==> config.mk <==
export PLATFORM = sky130hd
export DESIGN_NAME = descending_exchange_sorter_unit
export DESIGN_NICKNAME = d
export VERILOG_FILES = /design/src/rtl/desort_pkg.sv /design/src/rtl/descending_exchange_sorter_unit.sv /design/src/rtl/desort_ram.sv
export VERILOG_INCLUDE_DIRS = /design/src /design/src/rtl
export SDC_FILE = /design/constraint.sdc
export NUM_CORES = 1
export LEC_CHECK = 0
export BUFFER_PORTS_ARGS = -buffer_cell sky130_fd_sc_hd__buf_2
export CELL_PAD_IN_SITES_DETAIL_PLACEMENT = 0
export CELL_PAD_IN_SITES_GLOBAL_PLACEMENT = 1
export CORE_ASPECT_RATIO = 1.25
export CORE_MARGIN = 2
export CORE_UTILIZATION = 45
export CTS_CLUSTER_SIZE = 28
export DETAILED_ROUTE_END_ITERATION = 10
export GPL_ROUTABILITY_DRIVEN = 0
export GPL_TIMING_DRIVEN = 0
export PLACE_DENSITY_LB_ADDON = 0.1
export SYNTH_ARGS = -nofsm -noshare
export SYNTH_HDL_FRONTEND = slang
export SYNTH_SLANG_ARGS = --single-unit
export TNS_END_PERCENT = 100
==> constraint.sdc <==
create_clock -name clk -period 4.3 [get_ports clk]
set_clock_uncertainty 0.2 [all_clocks]
set_input_delay 0 -clock clk [delete_from_list [all_inputs] [get_ports clk]]
set_output_delay 0 -clock clk [all_outputs]
set_load 0.02 [all_outputs]
==> src/rtl/assert_macros.svh <==
// Assertion macros used by the sorter top level.
`ifndef ASSERT_MACROS_SVH
`define ASSERT_MACROS_SVH

// Condition holds at every clock edge outside reset.
`define DS_ASSERT(label, clk, rst, cond, msg) \
  label: assert property (@(posedge clk) disable iff (rst) (cond)) else $error(msg);

// Antecedent implies consequent in the same cycle.
`define DS_IMPLY(label, clk, rst, ante, cons, msg) \
  label: assert property (@(posedge clk) disable iff (rst) (ante) |-> (cons)) \
    else $error(msg);

// Antecedent implies consequent in the next cycle.
`define DS_NEXT(label, clk, rst, ante, cons, msg) \
  label: assert property (@(posedge clk) disable iff (rst) (ante) |=> (cons)) \
    else $error(msg);

`endif

==> src/rtl/desort_pkg.sv <==
// Types and constants of the descending exchange sorter.
package desort_pkg;

  localparam int DATA_W          = 32;
  localparam int MAX_ITEMS_DEF   = 8;

  typedef enum logic [2:0] {
    ST_LOAD,
    ST_HEAD,
    ST_LOAD_CUR,
    ST_SCAN,
    ST_EMIT
  } state_t;

endpackage

==> src/rtl/descending_exchange_sorter_unit.sv <==
// Descending exchange sorter: top level with buffer RAM and sort sequencer.
//
// Collects a run of signed 32-bit values (one transfer each, the final one
// flagged by last) into a MAX_ITEMS-entry buffer RAM, sorts it largest first
// by exchange sort, and streams the sorted run out with final_res on the
// last result. Items past capacity are dropped and truncated is set on
// every result of that run; a last item arriving on a full buffer still
// ends the run. Equal values keep no particular guarantee beyond the
// exchange-sort order: they are never swapped. Timing: while loading, one
// input transfer per cycle. After the last transfer item_stall stays high
// for the whole sort and emit phase. The sort speed is bounded by the
// single compare unit and the single read port of the buffer RAM: each
// compare-exchange step reads one entry. Row i keeps its running maximum
// in a register, so a finished row is emitted straight from that
// register with no extra read-back pass.
`include "assert_macros.svh"

module descending_exchange_sorter_unit #(
  parameter int MAX_ITEMS = desort_pkg::MAX_ITEMS_DEF
) (
  input  logic                              clk,
  input  logic                              rst,
  // input channel
  input  logic                              item_valid,
  output logic                              item_stall,
  input  logic signed [desort_pkg::DATA_W-1:0] value,
  input  logic                              last,
  // result channel
  output logic                              result_valid,
  input  logic                              result_stall,
  output logic signed [desort_pkg::DATA_W-1:0] sorted_value,
  output logic                              final_res,
  output logic                              truncated
);

  localparam int IDX_W = $clog2(MAX_ITEMS);
  localparam int CNT_W = $clog2(MAX_ITEMS + 1);

  // sequencer registers
  desort_pkg::state_t state, state_next;
  logic [CNT_W-1:0]   cnt, cnt_next;     // fill count, then run length
  logic               ovf, ovf_next;     // an item of this run was dropped
  logic [CNT_W-1:0]   row, row_next;     // position being settled
  logic [CNT_W-1:0]   col, col_next;     // later position being compared
  logic signed [desort_pkg::DATA_W-1:0] cur, cur_next;  // running max of row

  // buffer RAM port
  logic                          ram_we;
  logic [IDX_W-1:0]              ram_waddr;
  logic [desort_pkg::DATA_W-1:0] ram_wdata;
  logic [IDX_W-1:0]              ram_raddr;
  logic [desort_pkg::DATA_W-1:0] ram_rdata;

  logic             in_xfer;
  logic             out_xfer;
  logic             room;
  logic [CNT_W-1:0] col_inc;
  logic [CNT_W-1:0] row_inc;
  logic [CNT_W-1:0] row_inc2;
  logic             swap;

  desort_ram #(
    .WIDTH (desort_pkg::DATA_W),
    .DEPTH (MAX_ITEMS)
  ) u_buf (
    .clk   (clk),
    .we    (ram_we),
    .waddr (ram_waddr),
    .wdata (ram_wdata),
    .raddr (ram_raddr),
    .rdata (ram_rdata)
  );

  assign item_stall   = (state != desort_pkg::ST_LOAD);
  assign in_xfer      = item_valid && !item_stall;
  assign result_valid = (state == desort_pkg::ST_EMIT);
  assign out_xfer     = result_valid && !result_stall;

  assign room     = (cnt < CNT_W'(MAX_ITEMS));
  assign col_inc  = col + CNT_W'(1);
  assign row_inc  = row + CNT_W'(1);
  assign row_inc2 = row + CNT_W'(2);
  // signed compare: a later entry strictly larger than the running max
  assign swap     = (cur < $signed(ram_rdata));

  // results come straight from the row register
  assign sorted_value = cur;
  assign final_res    = (row_inc == cnt);
  assign truncated    = ovf;

  always_ff @(posedge clk) begin
    if (rst) begin
      state <= desort_pkg::ST_LOAD;
      cnt   <= '0;
      ovf   <= 1'b0;
      row   <= '0;
      col   <= '0;
    end else begin
      state <= state_next;
      cnt   <= cnt_next;
      ovf   <= ovf_next;
      row   <= row_next;
      col   <= col_next;
    end
    cur <= cur_next;
  end

  always_comb begin
    state_next = state;
    cnt_next   = cnt;
    ovf_next   = ovf;
    row_next   = row;
    col_next   = col;
    cur_next   = cur;
    ram_we     = 1'b0;
    ram_waddr  = col[IDX_W-1:0];
    ram_wdata  = cur;
    ram_raddr  = row_inc[IDX_W-1:0];

    case (state)
      desort_pkg::ST_LOAD: begin
        if (in_xfer) begin
          if (room) begin
            ram_we    = 1'b1;
            ram_waddr = cnt[IDX_W-1:0];
            ram_wdata = value;
            cnt_next  = cnt + CNT_W'(1);
          end else begin
            ovf_next = 1'b1;
          end
          if (last) begin
            row_next   = '0;
            state_next = desort_pkg::ST_HEAD;
          end
        end
      end

      desort_pkg::ST_HEAD: begin
        // fetch the first entry; run holds at least one value
        ram_raddr  = '0;
        col_next   = CNT_W'(1);
        state_next = desort_pkg::ST_LOAD_CUR;
      end

      desort_pkg::ST_LOAD_CUR: begin
        cur_next  = ram_rdata;
        ram_raddr = col[IDX_W-1:0];
        if (col < cnt) begin
          state_next = desort_pkg::ST_SCAN;
        end else begin
          state_next = desort_pkg::ST_EMIT;
        end
      end

      desort_pkg::ST_SCAN: begin
        // rdata holds entry col; prefetch col + 1
        if (swap) begin
          ram_we    = 1'b1;
          ram_waddr = col[IDX_W-1:0];
          ram_wdata = cur;
          cur_next  = ram_rdata;
        end
        ram_raddr = col_inc[IDX_W-1:0];
        col_next  = col_inc;
        if (col_inc >= cnt) begin
          state_next = desort_pkg::ST_EMIT;
        end
      end

      desort_pkg::ST_EMIT: begin
        // raddr presents row + 1 so the next row starts on transfer
        if (out_xfer) begin
          if (final_res) begin
            cnt_next   = '0;
            ovf_next   = 1'b0;
            state_next = desort_pkg::ST_LOAD;
          end else begin
            row_next   = row_inc;
            col_next   = row_inc2;
            state_next = desort_pkg::ST_LOAD_CUR;
          end
        end
      end

      default: begin
        state_next = desort_pkg::ST_LOAD;
      end
    endcase
  end

  // ---------------------------------------------------------------------
  `DS_ASSERT(a_cnt_bound, clk, rst, cnt <= CNT_W'(MAX_ITEMS), "fill count past capacity")
  `DS_IMPLY(a_load_room, clk, rst, ram_we && state == desort_pkg::ST_LOAD, room, "write to full buffer")
  `DS_IMPLY(a_swap_ahead, clk, rst, ram_we && state == desort_pkg::ST_SCAN, col > row && col < cnt, "exchange outside the unsorted tail")
  `DS_IMPLY(a_emit_row, clk, rst, result_valid, row < cnt, "result beyond run length")
  `DS_NEXT(a_run_clears, clk, rst, out_xfer && final_res, state == desort_pkg::ST_LOAD && cnt == '0 && !ovf, "run state not cleared after final result")

endmodule

==> src/rtl/desort_ram.sv <==
// Generic simple dual-port RAM, one write port, one registered read port.
module desort_ram #(
  parameter int WIDTH = 32,
  parameter int DEPTH = 8
) (
  input  logic                     clk,
  input  logic                     we,
  input  logic [$clog2(DEPTH)-1:0] waddr,
  input  logic [WIDTH-1:0]         wdata,
  input  logic [$clog2(DEPTH)-1:0] raddr,
  output logic [WIDTH-1:0]         rdata
);

  logic [WIDTH-1:0] mem [DEPTH];

  // read returns the old contents on a same-address write
  always_ff @(posedge clk) begin
    if (we) begin
      mem[waddr] <= wdata;
    end
    rdata <= mem[raddr];
  end

endmodule
==> metrics.md <==
| Metric | Value |
|---|---|
| Largest cells by area after synthesis | `edfxtp_1 61%, nand2_1 10%, dfxtp_1 6.8%` |
| Final ANT Viol Nets | `0` |
| Leading register cell type out of synthesis | `edfxtp_1` |
| WL/cell | `around 20 um` |
| First-pass GRT wire length | `about 56000 um` |
| Combinational share of power | `approximately an eighth` |
| Post-DR vias/cell | `5.28` |
| GRT Residual Overflow | `0` |
| Synth Area in Simple Gates | `19.3%` |
| I/O Buffers | `72` |
| Die height | `202 um` |
| Hold Crit Class | `in2reg` |
| Post-CTS resize count | `0` |
| CP max FO | `21` |
| Worst vdd ir | `0.000463 V` |
| Total Wirelength | `37300 um` |
| Min setup slack post-route | `~300 ps` |
| Antenna violations before repair | `0` |
| Final setup viols | `0` |
| Top cell type's share of synthesized area | `61.1%` |
| Seq/Total Area, Yosys | `about two thirds` |
| Max transition margin | `20.7%` |
| CP arrival | `about 4000 ps` |
| Adder and majority cell fraction of the synthesized area | `under 10%` |
| Cell taking the most area after synthesis | `edfxtp_1` |
| Tcrit/Tclk final | `93.0%` |
| Largest net degree at the start of global routing | `22` |
| Reg clk slew, reported paths | `60 ps` |
| Std-Cell Rows | `72` |
| Flops & latches, synth | `336` |
| Total power | `approximately 7.8 mW` |
| Post-synth ARST share | `0%` |
| Core Util, Final | `55.0%` |
| Synthesized Nets | `1324` |
| Worst Setup Path Type | `reg2reg` |
| Worst Tran Pin Value | `roughly 1200 ps` |
| Number of diodes | `0` |
| Ports | `73` |
| RSZ-0062 raised after global routing | `false` |
| Hold Startpoint | `result_stall` |
| CTS tree | `yes` |
| Placed Area | `15300 um2` |
| Die W | `163 um` |
| Count leader, synth | `nand2_1` |
| Min cycle time layout | `approximately 4000 ps` |
| Worst-skew pair later-pin latency | `530 ps` |
| P per Cell Area | `459 nW/um2` |
| WHS Endpoint | `state[2]` |
| HPWL Detailed | `24000 um` |
| Clock buffer count from CTS | `36` |
| Synth Warn # | `0` |
| CP Data Required Time | `4300 ps` |
| Internal | `5.85 mW` |
| Unique cell type count in the Yosys netlist | `60` |
| Compound-Gate Fraction of Synth Area | `4.89%` |
| Psw | `1.97 mW` |
| Max Cap Violations | `0` |
| Post-synth top cells | `394 x nand2_1, 288 x edfxtp_1, 168 x nand3_1, 48 x dfxtp_1, 43 x ha_1` |
| Main combinational cell family by area after synthesis | `simple AND/OR/NAND/NOR gates` |
| Crit. End Element | `flip-flop` |
| Post-synth EDFFs | `288` |
| Nets | `between 1k and 1.5k` |
| CTS Sinks | `between 300 and 400` |
| Fmax achieved | `250 MHz` |
| Die area | `32900 um2` |
| Reg power frac | `49.0%` |
| 1st-iter DRT viols | `between 700 and 800` |
| Mux share of post-synthesis cell area | `0.362%` |
| Switching Share | `25.2%` |
| Share of layout cells above drive strength 1 | `13.6%` |
| Residual DRC | `0` |
| Avg Cell Area, Syn | `~11 um2` |
| H-tree Lvls | `2` |
| Final Cell Area | `about 17000 um2` |
| Reg-to-Reg Start | `sorted_value[2]` |
| Hold path depth | `4` |
| P&R area growth vs syn | `20.3%` |
| R2r setup slk | `between 300 and 400 ps` |
| Initial Utilization | `45.7%` |
| Status | `finished, final reports clean` |
| Core Area | `~31000 um2` |
| First-pass DRT Iterations | `5` |
| Share of total power in the clock network | `38.0%` |
| Syn Std Cell Area | `between 10000 and 15000 um2` |
| R2R cell count | `9` |
| Root buffer cell | `clkbuf_16` |
| Fillers | `approximately 2.7k` |
| Post-place setup slack | `-142 ps` |
| R2r endpoint | `u_buf.mem[0][13]` |
| Startpoint type of the worst setup path | `flip-flop` |
| Synthesized instance count | `1244` |
| Hold Vio Cnt, Final | `0` |
| Slew Limit Fails | `0` |
| Vias in the first global route | `9623` |
| Leakage | `6.58 nW` |
| Clock Path Buffers | `3` |
| Overall Global Routing Usage | `23.1%` |
| Via count | `9743` |
| Xor/xnor cell area share of the yosys netlist | `0.619%` |
-- metrics by stage --
step / setup TNS [ps] / hold slack (ps) / instances
4_1_cts: 0 / 87.1 / 1844
3_3_place_gp: -507340 / 72.2 / 1723
2_1_floorplan: -5430 / -127 / 1244
5_1_grt: 0 / 160 / 1844
6_report: 0 / 109 / 1844
3_5_place_dp: -13310 / 77.9 / 1732
-- worst max path at each step --
stage / start / end / depth (start not counted)
2_1_floorplan: sorted_value[13] / u_buf.mem[0][0] / 8
3_3_place_gp: sorted_value[2] / u_buf.mem[1][16] / 8
3_5_place_dp: sorted_value[2] / u_buf.mem[4][15] / 9
4_1_cts: sorted_value[2] / u_buf.mem[0][19] / 9
5_1_grt: sorted_value[2] / u_buf.mem[0][13] / 9
6_report: sorted_value[2] / u_buf.mem[0][13] / 9
-- logic make-up after synthesis --
group / Yosys count
AO/OA/AOI/OAI: 112
adder cells (fa/ha/maj): 43
buffers and inverters: 108
XOR/XNOR: 10
AND/OR/NAND/NOR: 631
flip-flops: 336
multiplexers: 4
-- per-layer routing --
| metal | part of all wire, % | up-vias | track usage (%) | wire length (um) |
|---|---|---|---|---|
| li1 | - | 4720 | - | - |
| met1 | 43 | 4730 | 29.5 | 15900 |
| met2 | 50 | 239 | 40.8 | 18700 |
| met3 | 4.4 | 54 | 3.37 | 1650 |
| met4 | 2.8 | 0 | 7.02 | 1030 |
| met5 | 0 | - | 0 | 0 |
-- cells in the final DEF (no fill, tap or decap), types with 10 or more instances in the layout --
master and count:
ha_1 43, inv_1 41, nor2_1 21, nand4_1 15, clkbuf_16 37, dlygate4sd3_1 37, o21ai_0 10, nand2_1 394
dfxtp_1 48, a21oi_1 15, clkbuf_1 46, edfxtp_1 288, nand3_1 168, buf_12 13, buf_2 93, o21ai_1 36
-- state kept, by name, indices dropped and copies added, names as in the netlist --
signal        count
u_buf.mem       256
sorted_value     32
u_buf.rdata      32
cnt               4
col               4
row               4
state             3
truncated         1
-- power by group through the flow --
| stage | clock (mW) | sequential, mW | combinational, mW |
|---|---|---|---|
| 2_1_floorplan | 0 | 3.90 | 0.597 |
| 3_3_place_gp | 0 | 3.91 | 0.928 |
| 3_5_place_dp | 0 | 3.90 | 0.981 |
| 4_1_cts | 3.02 | 3.84 | 1.03 |
| 5_1_grt | 3.15 | 3.85 | 1.13 |
| 6_report | 2.97 | 3.84 | 1.01 |
-- cell type report --
class / instances / area [um2] / area share, %
sequential: 336 / 9610 / 56.4
multi-input combinational: 800 / 4210 / 24.7
timing repair buffer: 132 / 1150 / 6.73
clock buffer: 49 / 1010 / 5.93
tap: 407 / 509 / 2.99
buffer: 65 / 285 / 1.67
inverter: 43 / 161 / 0.947
clock inverter: 12 / 108 / 0.632
-- timing repair --
action                                  4_1_cts  5_1_grt
endpoints found under the setup margin      190        0
hold endpoints to repair                    272        0
hold buffers                                 37        0
buffers inserted                             14        0
-- worst max-delay path, cell delays in order, from the launching register on --
cell and delay (ps):
edfxtp_1 420, ha_1 330, a21o_1 180, a31oi_1 240
o21ai_0 300, a311o_1 550, a31oi_1 440, mux2_4 470
o21ai_4 280, buf_12 230
Note: power is estimated with default switching activity, not from simulation.
